## src/sv/lcg_pkg.sv

```systemverilog
// lcg_pkg: shared constants, codes and types for the range-reduced lcg block
// no dependencies; compiled before the interfaces and modules
package lcg_pkg;

    localparam int XLEN  = 32;
    localparam int CNT_W = $clog2(XLEN);
    localparam logic [CNT_W-1:0] LAST_STEP = CNT_W'(XLEN - 1);

    // generator presets
    localparam logic [XLEN-1:0] MUL_MSVC  = 32'd214013;
    localparam logic [XLEN-1:0] INC_MSVC  = 32'd2531011;
    localparam logic [XLEN-1:0] MUL_GLIBC = 32'd1103515245;
    localparam logic [XLEN-1:0] INC_GLIBC = 32'd12345;
    localparam logic [XLEN-1:0] MASK31    = 32'h7fff_ffff;

    // preset selector codes
    localparam logic [1:0] SEL_NONE    = 2'd0;
    localparam logic [1:0] SEL_MSVC    = 2'd1;
    localparam logic [1:0] SEL_GLIBC   = 2'd2;
    localparam logic [1:0] SEL_GLIBC31 = 2'd3;

    // action codes
    localparam logic [1:0] ACT_RAW    = 2'd0;
    localparam logic [1:0] ACT_LIMIT  = 2'd1;
    localparam logic [1:0] ACT_RANGE  = 2'd2;
    localparam logic [1:0] ACT_RESEED = 2'd3;

    // register indexes (paddr[3:2])
    localparam logic [1:0] REG_ALG   = 2'd0;
    localparam logic [1:0] REG_LIMIT = 2'd1;
    localparam logic [1:0] REG_LOW   = 2'd2;
    localparam logic [1:0] REG_HIGH  = 2'd3;

    localparam int ADDR_W = 4;

    // work handed to the core when an item is accepted
    typedef struct packed {
        logic [1:0]      action;
        logic [XLEN-1:0] seed;
        logic [1:0]      sel;
        logic [XLEN-1:0] limit;
        logic [XLEN-1:0] low;
        logic [XLEN-1:0] width;
    } t_job;

    // core status back to the top level
    typedef struct packed {
        logic            idle;
        logic            done;
        logic [XLEN-1:0] value;
    } t_status;

endpackage

```

## src/sv/lcg_if.sv

```systemverilog
// lcg_in_if / lcg_out_if: valid-ready channels for items and results
// depends on lcg_pkg
interface lcg_in_if import lcg_pkg::*; ();
    logic            valid;
    logic            ready;
    logic [1:0]      action;
    logic [XLEN-1:0] seed_value;

    modport source (output valid, output action, output seed_value, input ready);
    modport sink   (input valid, input action, input seed_value, output ready);
endinterface

interface lcg_out_if import lcg_pkg::*; ();
    logic            valid;
    logic            ready;
    logic [XLEN-1:0] value;

    modport source (output valid, output value, input ready);
    modport sink   (input valid, input value, output ready);
endinterface

```

## src/sv/lcg_core.sv

```systemverilog
// lcg_core: generator state and sequencer around one shared 33-bit adder
// shift-add multiply, increment, compare, restoring remainder, offset; uses lcg_pkg
module lcg_core import lcg_pkg::*; (
    input  logic    i_clk,
    input  logic    i_rst_n,
    input  logic    i_start,
    input  t_job    i_job,
    input  logic    i_out_free,
    output t_status o_status
);

    typedef enum logic [6:0] {
        S_IDLE = 7'b0000001,
        S_MUL  = 7'b0000010,
        S_INC  = 7'b0000100,
        S_CHK  = 7'b0001000,
        S_DIV  = 7'b0010000,
        S_OFS  = 7'b0100000,
        S_DONE = 7'b1000000
    } t_state;

    t_state           r_state, n_state;
    logic [XLEN-1:0]  r_gen, n_gen;
    logic [XLEN-1:0]  r_acc, n_acc;
    logic [XLEN-1:0]  r_mcand, n_mcand;
    logic [XLEN-1:0]  r_mplier, n_mplier;
    logic [XLEN-1:0]  r_rem, n_rem;
    logic [XLEN-1:0]  r_div, n_div;
    logic [CNT_W-1:0] r_cnt, n_cnt;
    logic [1:0]       r_action, n_action;
    logic [1:0]       r_sel, n_sel;
    logic [XLEN-1:0]  r_low, n_low;
    logic             r_wzero, n_wzero;

    logic [XLEN:0]    w_op_a;
    logic [XLEN:0]    w_op_b;
    logic             w_cin;
    logic [XLEN+1:0]  w_sum;
    logic             w_carry;
    logic [XLEN-1:0]  w_inc;
    logic [XLEN-1:0]  w_mul;
    logic [XLEN-1:0]  w_lim_eff;
    logic             w_done;

    // preset constants
    always_comb begin
        if (r_sel == SEL_GLIBC || r_sel == SEL_GLIBC31) begin
            w_inc = INC_GLIBC;
        end else begin
            w_inc = INC_MSVC;
        end
        if (i_job.sel == SEL_GLIBC || i_job.sel == SEL_GLIBC31) begin
            w_mul = MUL_GLIBC;
        end else begin
            w_mul = MUL_MSVC;
        end
        w_lim_eff = (i_job.limit == '0) ? XLEN'(1) : i_job.limit;
    end

    // shared adder operand selection
    always_comb begin
        w_op_a = '0;
        w_op_b = '0;
        w_cin  = 1'b0;
        unique case (r_state)
            S_MUL: begin
                w_op_a = {1'b0, r_acc};
                w_op_b = {1'b0, (r_mplier[0] ? r_mcand : '0)};
            end
            S_INC: begin
                w_op_a = {1'b0, r_acc};
                w_op_b = {1'b0, w_inc};
            end
            S_CHK: begin
                w_op_a = {1'b0, r_acc};
                w_op_b = ~{1'b0, r_div};
                w_cin  = 1'b1;
            end
            S_DIV: begin
                w_op_a = {r_rem, r_mplier[XLEN-1]};
                w_op_b = ~{1'b0, r_div};
                w_cin  = 1'b1;
            end
            S_OFS: begin
                w_op_a = {1'b0, r_acc};
                w_op_b = {1'b0, r_low};
            end
            default: begin
                w_op_a = '0;
            end
        endcase
        w_sum   = {1'b0, w_op_a} + {1'b0, w_op_b} + {{(XLEN+1){1'b0}}, w_cin};
        w_carry = w_sum[XLEN+1];
    end

    // sequencer and datapath next values
    always_comb begin
        n_state  = r_state;
        n_gen    = r_gen;
        n_acc    = r_acc;
        n_mcand  = r_mcand;
        n_mplier = r_mplier;
        n_rem    = r_rem;
        n_div    = r_div;
        n_cnt    = r_cnt;
        n_action = r_action;
        n_sel    = r_sel;
        n_low    = r_low;
        n_wzero  = r_wzero;
        w_done   = 1'b0;
        unique case (r_state)
            S_IDLE: begin
                if (i_start) begin
                    n_action = i_job.action;
                    n_sel    = i_job.sel;
                    n_low    = i_job.low;
                    n_wzero  = (i_job.width == '0);
                    n_div    = (i_job.action == ACT_LIMIT) ? w_lim_eff : i_job.width;
                    n_cnt    = '0;
                    if (i_job.action == ACT_RESEED) begin
                        n_acc   = i_job.seed;
                        n_state = S_DONE;
                    end else begin
                        n_acc    = '0;
                        n_mcand  = w_mul;
                        n_mplier = r_gen;
                        n_state  = S_MUL;
                    end
                end
            end
            // one multiplier bit per cycle, product kept mod 2^32
            S_MUL: begin
                n_acc    = w_sum[XLEN-1:0];
                n_mcand  = {r_mcand[XLEN-2:0], 1'b0};
                n_mplier = {1'b0, r_mplier[XLEN-1:1]};
                n_cnt    = r_cnt + CNT_W'(1);
                if (r_cnt == LAST_STEP) begin
                    n_state = S_INC;
                end
            end
            S_INC: begin
                if (r_sel == SEL_GLIBC31) begin
                    n_acc = w_sum[XLEN-1:0] & MASK31;
                end else begin
                    n_acc = w_sum[XLEN-1:0];
                end
                n_cnt = '0;
                priority if (r_action == ACT_LIMIT) begin
                    n_state = S_CHK;
                end else if (r_action == ACT_RANGE && r_wzero) begin
                    n_state = S_OFS;
                end else if (r_action == ACT_RANGE) begin
                    n_state = S_DIV;
                end else begin
                    n_state = S_DONE;
                end
                n_mplier = n_acc;
                n_rem    = '0;
            end
            // reduce only when the limit is strictly below the value
            S_CHK: begin
                n_mplier = r_acc;
                n_rem    = '0;
                n_cnt    = '0;
                if (w_carry && (r_acc != r_div)) begin
                    n_state = S_DIV;
                end else begin
                    n_state = S_DONE;
                end
            end
            // restoring remainder, one dividend bit per cycle
            S_DIV: begin
                n_rem    = w_carry ? w_sum[XLEN-1:0] : w_op_a[XLEN-1:0];
                n_mplier = {r_mplier[XLEN-2:0], 1'b0};
                n_cnt    = r_cnt + CNT_W'(1);
                if (r_cnt == LAST_STEP) begin
                    n_acc   = n_rem;
                    n_state = (r_action == ACT_RANGE) ? S_OFS : S_DONE;
                end
            end
            S_OFS: begin
                n_acc   = w_sum[XLEN-1:0];
                n_state = S_DONE;
            end
            S_DONE: begin
                if (i_out_free) begin
                    w_done  = 1'b1;
                    n_gen   = r_acc;
                    n_state = S_IDLE;
                end
            end
            default: begin
                n_state = S_IDLE;
            end
        endcase
    end

    // control state
    always_ff @(posedge i_clk) begin
        if (!i_rst_n) begin
            r_state <= S_IDLE;
            r_gen   <= '0;
        end else begin
            r_state <= n_state;
            r_gen   <= n_gen;
        end
    end

    // datapath registers
    always_ff @(posedge i_clk) begin
        r_acc    <= n_acc;
        r_mcand  <= n_mcand;
        r_mplier <= n_mplier;
        r_rem    <= n_rem;
        r_div    <= n_div;
        r_cnt    <= n_cnt;
        r_action <= n_action;
        r_sel    <= n_sel;
        r_low    <= n_low;
        r_wzero  <= n_wzero;
    end

    assign o_status.idle  = (r_state == S_IDLE);
    assign o_status.done  = w_done;
    assign o_status.value = r_acc;

endmodule

```

## src/sv/lcg_random_with_range_reduction.sv

```systemverilog
// From input transfer to result valid: a reseed loads the seed; a raw step runs multiply and
// increment; a limited step adds the compare, and the remainder when the value is reduced; a
// ranged step adds remainder and offset (only the offset for a full-width range).
// Throughput: one item at a time; the next input transfer is taken the cycle after a result
// is loaded. 32-step multiply and remainder use one adder; results wait in an output register.
// Synchronous active-low reset: generator value 0, preset 1, limit 1, range bounds 0.
// Depends on lcg_pkg, lcg_if (lcg_in_if, lcg_out_if) and lcg_core.
module lcg_random_with_range_reduction import lcg_pkg::*; (
    input  logic               i_clk,
    input  logic               i_rst_n,
    lcg_in_if.sink             i_req,
    lcg_out_if.source          o_rsp,
    input  logic               psel,
    input  logic               penable,
    input  logic               pwrite,
    input  logic [ADDR_W-1:0]  paddr,
    input  logic [XLEN-1:0]    pwdata,
    output logic [XLEN-1:0]    prdata,
    output logic               pready
);

    logic [1:0]      r_alg;
    logic [XLEN-1:0] r_limit;
    logic [XLEN-1:0] r_low;
    logic [XLEN-1:0] r_high;
    logic            r_out_valid;
    logic [XLEN-1:0] r_out_value;

    t_job            w_job;
    t_status         w_status;
    logic            w_start;
    logic            w_out_free;
    logic            w_wr;
    logic [1:0]      w_idx;

    assign pready = 1'b1;
    assign w_wr   = psel & penable & pwrite;
    assign w_idx  = paddr[3:2];

    // register writes
    always_ff @(posedge i_clk) begin
        if (!i_rst_n) begin
            r_alg   <= SEL_MSVC;
            r_limit <= XLEN'(1);
            r_low   <= '0;
            r_high  <= '0;
        end else if (w_wr) begin
            unique case (w_idx)
                REG_ALG:   r_alg   <= pwdata[1:0];
                REG_LIMIT: r_limit <= pwdata;
                REG_LOW:   r_low   <= pwdata;
                REG_HIGH:  r_high  <= pwdata;
                default:   r_alg   <= r_alg;
            endcase
        end
    end

    // register reads
    always_comb begin
        unique case (w_idx)
            REG_ALG:   prdata = {{(XLEN-2){1'b0}}, r_alg};
            REG_LIMIT: prdata = r_limit;
            REG_LOW:   prdata = r_low;
            REG_HIGH:  prdata = r_high;
            default:   prdata = '0;
        endcase
    end

    // job for the core
    always_comb begin
        w_job.action = i_req.action;
        w_job.seed   = i_req.seed_value;
        w_job.sel    = r_alg;
        w_job.limit  = r_limit;
        w_job.low    = r_low;
        w_job.width  = r_high - r_low + XLEN'(1);
    end

    assign i_req.ready = w_status.idle;
    assign w_start     = i_req.valid & w_status.idle;
    assign w_out_free  = ~r_out_valid | o_rsp.ready;

    lcg_core u_core (
        .i_clk      (i_clk),
        .i_rst_n    (i_rst_n),
        .i_start    (w_start),
        .i_job      (w_job),
        .i_out_free (w_out_free),
        .o_status   (w_status)
    );

    // output register, refilled in the cycle its transfer completes
    always_ff @(posedge i_clk) begin
        if (!i_rst_n) begin
            r_out_valid <= 1'b0;
        end else if (w_status.done) begin
            r_out_valid <= 1'b1;
        end else if (o_rsp.ready) begin
            r_out_valid <= 1'b0;
        end
    end

    always_ff @(posedge i_clk) begin
        if (w_status.done) begin
            r_out_value <= w_status.value;
        end
    end

    assign o_rsp.valid = r_out_valid;
    assign o_rsp.value = r_out_value;

endmodule
```

## src/flat_wrapper.sv

```systemverilog
// flat-port wrapper written by rule: the top's interface ports become plain ports
module lcg_random_with_range_reduction_flat import lcg_pkg::*;
  (i_clk, i_rst_n, psel, penable, pwrite, paddr, pwdata, prdata, pready, i_req_valid, i_req_action, i_req_seed_value, i_req_ready, o_rsp_valid, o_rsp_value, o_rsp_ready);
  lcg_in_if i_req_i ();
  lcg_out_if o_rsp_i ();
  input  logic i_clk;
  input  logic i_rst_n;
  input  logic psel;
  input  logic penable;
  input  logic pwrite;
  input  logic [ADDR_W-1:0] paddr;
  input  logic [XLEN-1:0] pwdata;
  output logic [XLEN-1:0] prdata;
  output logic pready;
  input wire logic [$bits(i_req_i.valid)-1:0] i_req_valid;
  input wire logic [$bits(i_req_i.action)-1:0] i_req_action;
  input wire logic [$bits(i_req_i.seed_value)-1:0] i_req_seed_value;
  output wire logic [$bits(i_req_i.ready)-1:0] i_req_ready;
  output wire logic [$bits(o_rsp_i.valid)-1:0] o_rsp_valid;
  output wire logic [$bits(o_rsp_i.value)-1:0] o_rsp_value;
  input wire logic [$bits(o_rsp_i.ready)-1:0] o_rsp_ready;
  assign i_req_i.valid = i_req_valid;
  assign i_req_i.action = i_req_action;
  assign i_req_i.seed_value = i_req_seed_value;
  assign i_req_ready = i_req_i.ready;
  assign o_rsp_valid = o_rsp_i.valid;
  assign o_rsp_value = o_rsp_i.value;
  assign o_rsp_i.ready = o_rsp_ready;
  lcg_random_with_range_reduction u_core (.i_clk(i_clk), .i_rst_n(i_rst_n), .i_req(i_req_i), .o_rsp(o_rsp_i), .psel(psel), .penable(penable), .pwrite(pwrite), .paddr(paddr), .pwdata(pwdata), .prdata(prdata), .pready(pready));
endmodule
```

## config.mk

```make
export PLATFORM = sky130hd
export DESIGN_NAME = lcg_random_with_range_reduction_flat
export DESIGN_NICKNAME = d
export VERILOG_FILES = /design/src/sv/lcg_pkg.sv /design/src/sv/lcg_if.sv /design/src/sv/lcg_core.sv /design/src/sv/lcg_random_with_range_reduction.sv /design/src/flat_wrapper.sv
export SDC_FILE = /design/constraint.sdc
export NUM_CORES = 1
export LEC_CHECK = 0
export BUFFER_PORTS_ARGS = -buffer_cell sky130_fd_sc_hd__buf_2
export CORE_AREA = 2 2 247 249
export CTS_CLUSTER_DIAMETER = 60
export CTS_CLUSTER_SIZE = 14
export DETAILED_ROUTE_END_ITERATION = 8
export DIE_AREA = 0 0 249 251
export PLACE_DENSITY = 0.59
export SYNTH_ARGS = -nofsm -noshare
export SYNTH_HDL_FRONTEND = slang
export SYNTH_SLANG_ARGS = --single-unit
```

## constraint.sdc

```tcl
create_clock -name i_clk -period 5.55 [get_ports i_clk]
set_input_delay 0.8325 -clock i_clk [delete_from_list [all_inputs] [get_ports i_clk]]
set_output_delay 0.8325 -clock i_clk [all_outputs]
set_load 0.02 [all_outputs]
```

**Yosys cells after proc, flatten, opt, wreduce, memory -nomap -nowiden**

Cells that the tools add are included.

- Register bits after elaboration: 372
- Input port bits: 77
- Word-level logic and storage cells: 122

- Add/sub/neg operators: 5
- Equal/unequal tests: 25
- Muxes and demuxes: 39
- Bitwise operators: 6
- Reduce and logical (&&, ||, !) cells: 29

Operators by type and width:

| kind | number |
|---|---|
| 32-bit 2-to-1 mux | 12 |
| 32-bit case mux with 4 select lines | 2 |
| 32-bit case mux with 5 select lines | 1 |
| 33-bit case mux with 4 select lines | 1 |
| 32-bit case mux with 2 select lines | 2 |
| 7-bit 2-to-1 mux | 10 |
| 33-bit case mux with 2 select lines | 1 |
| 32-bit zero test | 2 |
| 7-bit case mux with 7 select lines | 1 |
| 33-bit by 33-bit adder with 34-bit output | 1 |
| 34-bit by 1-bit adder with 34-bit output | 1 |
| 32-bit inverter with 33-bit output | 1 |
| 32-bit by 1-bit adder with 32-bit output (second input constant) | 1 |
| 32-bit != test | 1 |
| 32-bit subtractor | 1 |
| 31-bit 2-to-1 mux | 1 |
| 22-bit 2-to-1 mux | 1 |
| 2-bit == test (second input constant) | 8 |
| 5-bit case mux with 3 select lines | 1 |
| 2-bit AND reduction | 7 |
| 3-bit AND reduction | 3 |
| 2-bit != test (second input constant) | 4 |
| 2-bit OR reduction | 4 |
| 7-bit by 1-bit == test with 1-bit output (second input constant) | 1 |
| other kinds (24) | 36 |

**Depth between registers and ports, before layout**

- Depth after elaboration: 9
- Mapped depth: 24

**Hierarchy**

From an unflattened synthesis, not the netlist that was laid out.

- Cells, all modules: 2207
- Area, all modules: 21310.4 um^2

By module, submodules not included:

| module | times used | cells an instance | area each (um^2) | seq. area each (um^2) |
|---|---|---|---|---|
| lcg_core | 1 | 1327 | 13827.0 | 6846.6 |
| lcg_random_with_range_reduction | 1 | 880 | 7483.4 | 2942.8 |

**Worst setup path after synthesis**

OpenSTA, ideal clock, no wires.

- Path kind: reg-to-reg
- From: register u_core.u_core.r_state[1]
- To: register u_core.u_core.r_acc[28], data pin
- Library setup time: 0.261 ns
- Data arrival time: 4.809 ns
- Data required time: 5.289 ns
- Setup slack: 0.480 ns
- Stages on the path, launching flop included: 22
- Period minus slack after synthesis: 5.070 ns
- Path through: dfxtp_1 -> buf_2 -> nor3_1 -> nor3b_1 -> and3b_1 -> buf_2 -> or3_1 -> buf_2 -> or2_1 -> buf_2 -> a22o_1 -> fa_1 -> fa_1 -> a211oi_1 -> o21ai_0 -> a22oi_1 -> a21oi_1 -> o31ai_1 -> a221oi_1 -> xor2_1 -> o21ba_2 -> a221o_1

- Longest elaborated chain between the ends: 8
- Elaborated cells on any way between the ends: 18

RTL lines:

| item | RTL line | source |
|---|---|---|
| start: declaration | lcg_core.sv:22 | `t_state r_state, n_state;` |
| start signal: assignment | lcg_core.sv:204 | `r_state <= n_state;` |
| 7-bit by 4-bit == test with 1-bit output, or another cell as far along | lcg_core.sv:65 | `unique case (r_state)` |
| 4-bit OR reduction (no line) or 2-bit OR reduction (tied branches) | n/a |  |
| 33-bit case mux with 2 select lines or 33-bit case mux with 4 select lines (tied branches) | lcg_core.sv:65 |  |
| 33-bit by 33-bit adder with 34-bit output | lcg_core.sv:92 | `w_sum = {1'b0, w_op_a} + {1'b0, w_op_b} + {{(XLEN+1){1'b0}}, w_cin};` |
| 34-bit by 1-bit adder with 34-bit output | lcg_core.sv:92 |  |
| 32-bit 2-to-1 mux | lcg_core.sv:173 | `n_rem = w_carry ? w_sum[XLEN-1:0] : w_op_a[XLEN-1:0];` |
| 32-bit 2-to-1 mux | lcg_core.sv:176 | `if (r_cnt == LAST_STEP) begin` |
| 32-bit case mux with 4 select lines (*) | lcg_core.sv:111 | `unique case (r_state)` |
| net u_core.u_core.n_acc[28] | lcg_core.sv:24 | `logic [XLEN-1:0] r_acc, n_acc;` |
| end signal: assignment | lcg_core.sv:211 | `r_acc <= n_acc;` |
| end: declaration | lcg_core.sv:24 |  |

Mark *: on every way through the listed nets, which the timed path passes. The rest lies on a longest branch. The select of a mux whose other input is x is not followed.
A chain may end at the register's enable or synchronous reset.

**Final worst setup path**

- From: register u_core.u_core.r_state[4]
- To: register u_core.u_core.r_acc[3], data pin

The elaborated chain is that of the path after synthesis.

==> out/qor.yml <==
irDropWorstVdd_uv: 175.3
slowest_delay_ns: 0.61
setup_viol: 0
relSlewSlack_pct: 28.64
core_area_sq_um: 59790
leakagePower_nw: 8.675
pin_count: 144
ys.flop_type: "edfxtp_1"
port_buffers: 140
cts.path.max_buffers: 3
die_h_um: 251
netlist_area_sq_um: 20710
grt_pass1_vias: 16188
start_util_pct: 34.63
reg2reg_slack_ns: 0.48
slew_violations: 0
path_cells: "nor4_1 > and3_2 > buf_4 > and2_1 > a22oi_1 > o21ai_0 > ha_1 > and3_1 > nand3_1 > a211oi_1 > a31oi_1 > buf_4 > a21o_1 > a21oi_1 > or2_2 > buf_12 > mux2i_1 > o21ai_0"
grt_overflow: 0
min_period_ns: 5.071
worstSkewPairLatency_ns: 0.58
wl_per_cell_um: 21.30
drtPass1Iterations: 5
crit_end: "u_core.u_core.r_acc[3]"
syn_area_per_cell_sq_um: 9.903
reg2reg_depth: 18
synth.ff_latch_count: 372
holdWs_ns: 0.4655
place_area_sq_um: 22330
use_met1_pct: 28.15
drc: 0
grt_max_degree: 96
maxCapViolations: 0
grt.total_usage_pct: 20.03
r2r_end: "u_core.u_core.r_acc[3]"
first_iter_violations: 1520
hold_viol: 0
dieArea_sq_um: 62500
finalCritPeriodShare_pct: 91.36
crit_path_top_delay_cell: "buf_4"
vias: 16757
syn_nets: 2268
hold_class: "register to register"
yosysTopAreaCell: "edfxtp_1"
nFillCells: 5844
critPathRequiredTime_ns: 5.83
syn_to_final_growth_pct: 14.08
ys_warn_count: 0
finalInstanceArea_sq_um: 23620
arrival_ns: 5.35
rsz0062_at_grt: "false"
drt-total-wl_um: 63950
worstSetupStartpoint: "u_core.u_core.r_state[4]"
outcome: "completed"
ant_nets: 0
path_delay_family: "simple AND/OR/NAND/NOR gates"
cp-end-kind: "register"
yosys-top-cells-area: "edfxtp_1 34%, dfxtp_1 13%, ha_1 5.9%, nand2_1 5.9%, a21boi_0 4.8%"
path_clk_slew_ns: 0.07
grtUsageMet2_pct: 31.53
tightest_slew_ns: 1.068
powerDensity_nw_per_um2: 304.3
yosysTopAreaCellShare_pct: 33.93
ys_async_sr_fraction_pct: 0
cts_tree: "done"
critPathKind: "register to register"
cp.depth: 18
post-dp-hpwl_um: 45880
cts_root_buf: "clkbuf_16"
critPathMaxFanout: 66
met3_usage_pct: 2.692
vias_per_cell: 5.580
nets: 2366
crit_buf_inv: 3
stdcell_count: 3003
grt_pass1_wl_um: 97250
r2r_start: "u_core.u_core.r_state[4]"
clock-skew-final_ns: 0.02239
yosysSeqAreaShare_pct: 47.27
cts_buffers: 39
cts.sinks: 372
die_w_um: 249
dp.cells: 2930
synth-edff-count: 234
fmax_mhz: 197.2
cts_max_level: 2
fin_setup_tns_ns: 0
synth.distinct_cells: 71
rows: 90
grt_antenna_before_repair: 2
startpoint_type: "register"
syn_inst: 2091
gp_congestion: 0.9295
busiest_layer: "met2"
drive_gt1_share_pct: 14.24
[per-layer routing]
layer / vias to the layer above / part of all wire (%)
li1: 7983 / -
met3: 112 / 5.9
met4: 0 / 3.2
met1: 8078 / 47
met5: - / 0
met2: 584 / 44
[what timing repair did]
action                                  in CTS  in global routing
resized for setup                            0                  2
hold buffers                                 0                  0
buffers inserted                             0                  0
endpoints found under the setup margin       0                  3
[cell usage after synthesis, types with 4 or more instances]
cell type	n
a2111oi_0	4
a21boi_0	133
xnor2_1	62
nor3_1	18
o31ai_1	10
a222oi_1	5
or3_1	9
nor3b_1	7
nor4_1	17
o21ai_0	105
o21a_1	4
nand3_1	21
a211oi_1	6
mux2i_1	33
a22o_1	99
nor2b_1	8
edfxtp_1	234
buf_1	10
nand4_1	19
mux2_2	34
o211ai_1	12
buf_2	11
a22oi_1	58
a221o_1	4
nand2_1	323
a31oi_1	17
nand2b_1	17
o41ai_1	7
inv_1	58
and3_1	16
nand4b_1	4
a21oi_1	82
xor2_1	15
clkbuf_1	111
a21o_1	40
ha_1	97
or2_2	6
nor2_1	128
a221oi_1	35
and2_1	21
dfxtp_1	138
o21bai_1	5
[layout by cell type (no fill, tap or decap), drive strengths merged, types with 6 or more instances in the layout]
master	n
mux2	34
and2	23
inv	61
nand4	19
nor3	18
ha	97
a21boi	133
or2	7
clkbuf	55
nand2b	17
a22oi	58
a211oi	6
o31ai	10
a221oi	35
nor4	17
and3	16
buf	190
xor2	15
or3	9
a31oi	17
clkinv	12
edfxtp	234
dfxtp	138
o41ai	7
o21ai	105
mux2i	33
nor3b	7
xnor2	62
nor2	128
nor2b	8
nand2	323
nand3	21
a22o	99
a21oi	82
o211ai	12
a21o	40
[registers in the layout, summed over array words and instances, names as in the netlist, 32 cells and up]
signal / cells
u_core.u_core.r_mplier: 32
u_core.r_low: 32
u_core.u_core.r_acc: 32
u_core.r_high: 32
u_core.o_rsp.value: 32
u_core.u_core.r_rem: 32
u_core.u_core.r_mcand: 32
u_core.r_limit: 32
u_core.u_core.r_low: 32
u_core.u_core.r_gen: 32
u_core.u_core.r_div: 32
[worst min-delay path by stage]
| stage | to | cells after the start | startpoint | slack (ns) |
|---|---|---|---|---|
| floorplan | u_core.u_core.r_sel[0] | 0 | u_core.r_alg[0] | 0.43 |
| global placement | u_core.u_core.r_gen[27] | 2 | u_core.u_core.r_gen[27] | 0.45 |
| detailed placement | u_core.u_core.r_sel[0] | 0 | u_core.r_alg[0] | 0.45 |
| CTS | u_core.u_core.r_gen[0] | 2 | u_core.u_core.r_gen[0] | 0.47 |
| global route | u_core.u_core.r_gen[30] | 2 | u_core.u_core.r_gen[30] | 0.49 |
| finish | u_core.u_core.r_gen[30] | 2 | u_core.u_core.r_gen[30] | 0.47 |
[tightest hold or removal path, cell delays in order (launching register included)]
cell and delay [ns]:
dfxtp_1 0.31, nand2_1 0.05, a21boi_0 0.06
[final cells by class]
cell class	instances	area, sq um	area share, %
well taps	782	978.4	4.142
inverters	58	217.7	0.9216
multi-input cells	1528	10270	43.46
clock inverters	16	126.4	0.5349
repair buffers	190	1091	4.618
diodes	2	5.005	0.02119
flip-flops and latches	372	9789	41.44
clock buffers	55	1149	4.862
[cell families (layout without fill, tap and decap cells)]
logic type / after synthesis / count (layout) / synth area share (%)
XOR/XNOR: 77 / 77 / 3.257
flip-flops: 372 / 372 / 47.27
other: 1 / 3 / 0.01811
AO/OA/AOI/OAI: 652 / 652 / 22.43
buffers and inverters: 191 / 319 / 3.547
multiplexers: 69 / 69 / 3.662
adder cells (fa/ha/maj): 100 / 100 / 6.151
AND/OR/NAND/NOR: 629 / 629 / 13.66
[power by group]
group | internal [mW] | switching, mW
clock | 1.47 | 1.17
sequential | 3.28 | 0.279
combinational | 0.356 | 0.644
total | 5.10 | 2.09
[metrics by stage]
| step | power, mW | utilization, % | worst slack, ns |
|---|---|---|---|
| finish | 7.188 | 39.51 | 0.4793 |
| global route | 7.457 | 39.51 | 0.06878 |
| CTS | 7.239 | 39.48 | 0.3813 |
| detailed placement | 4.600 | 37.35 | 0.4108 |
| global placement | 4.588 | 37.35 | 0.4504 |
| floorplan | 4.126 | - | 0.4798 |
No activity file was read; power rests on OpenSTA's default activity.
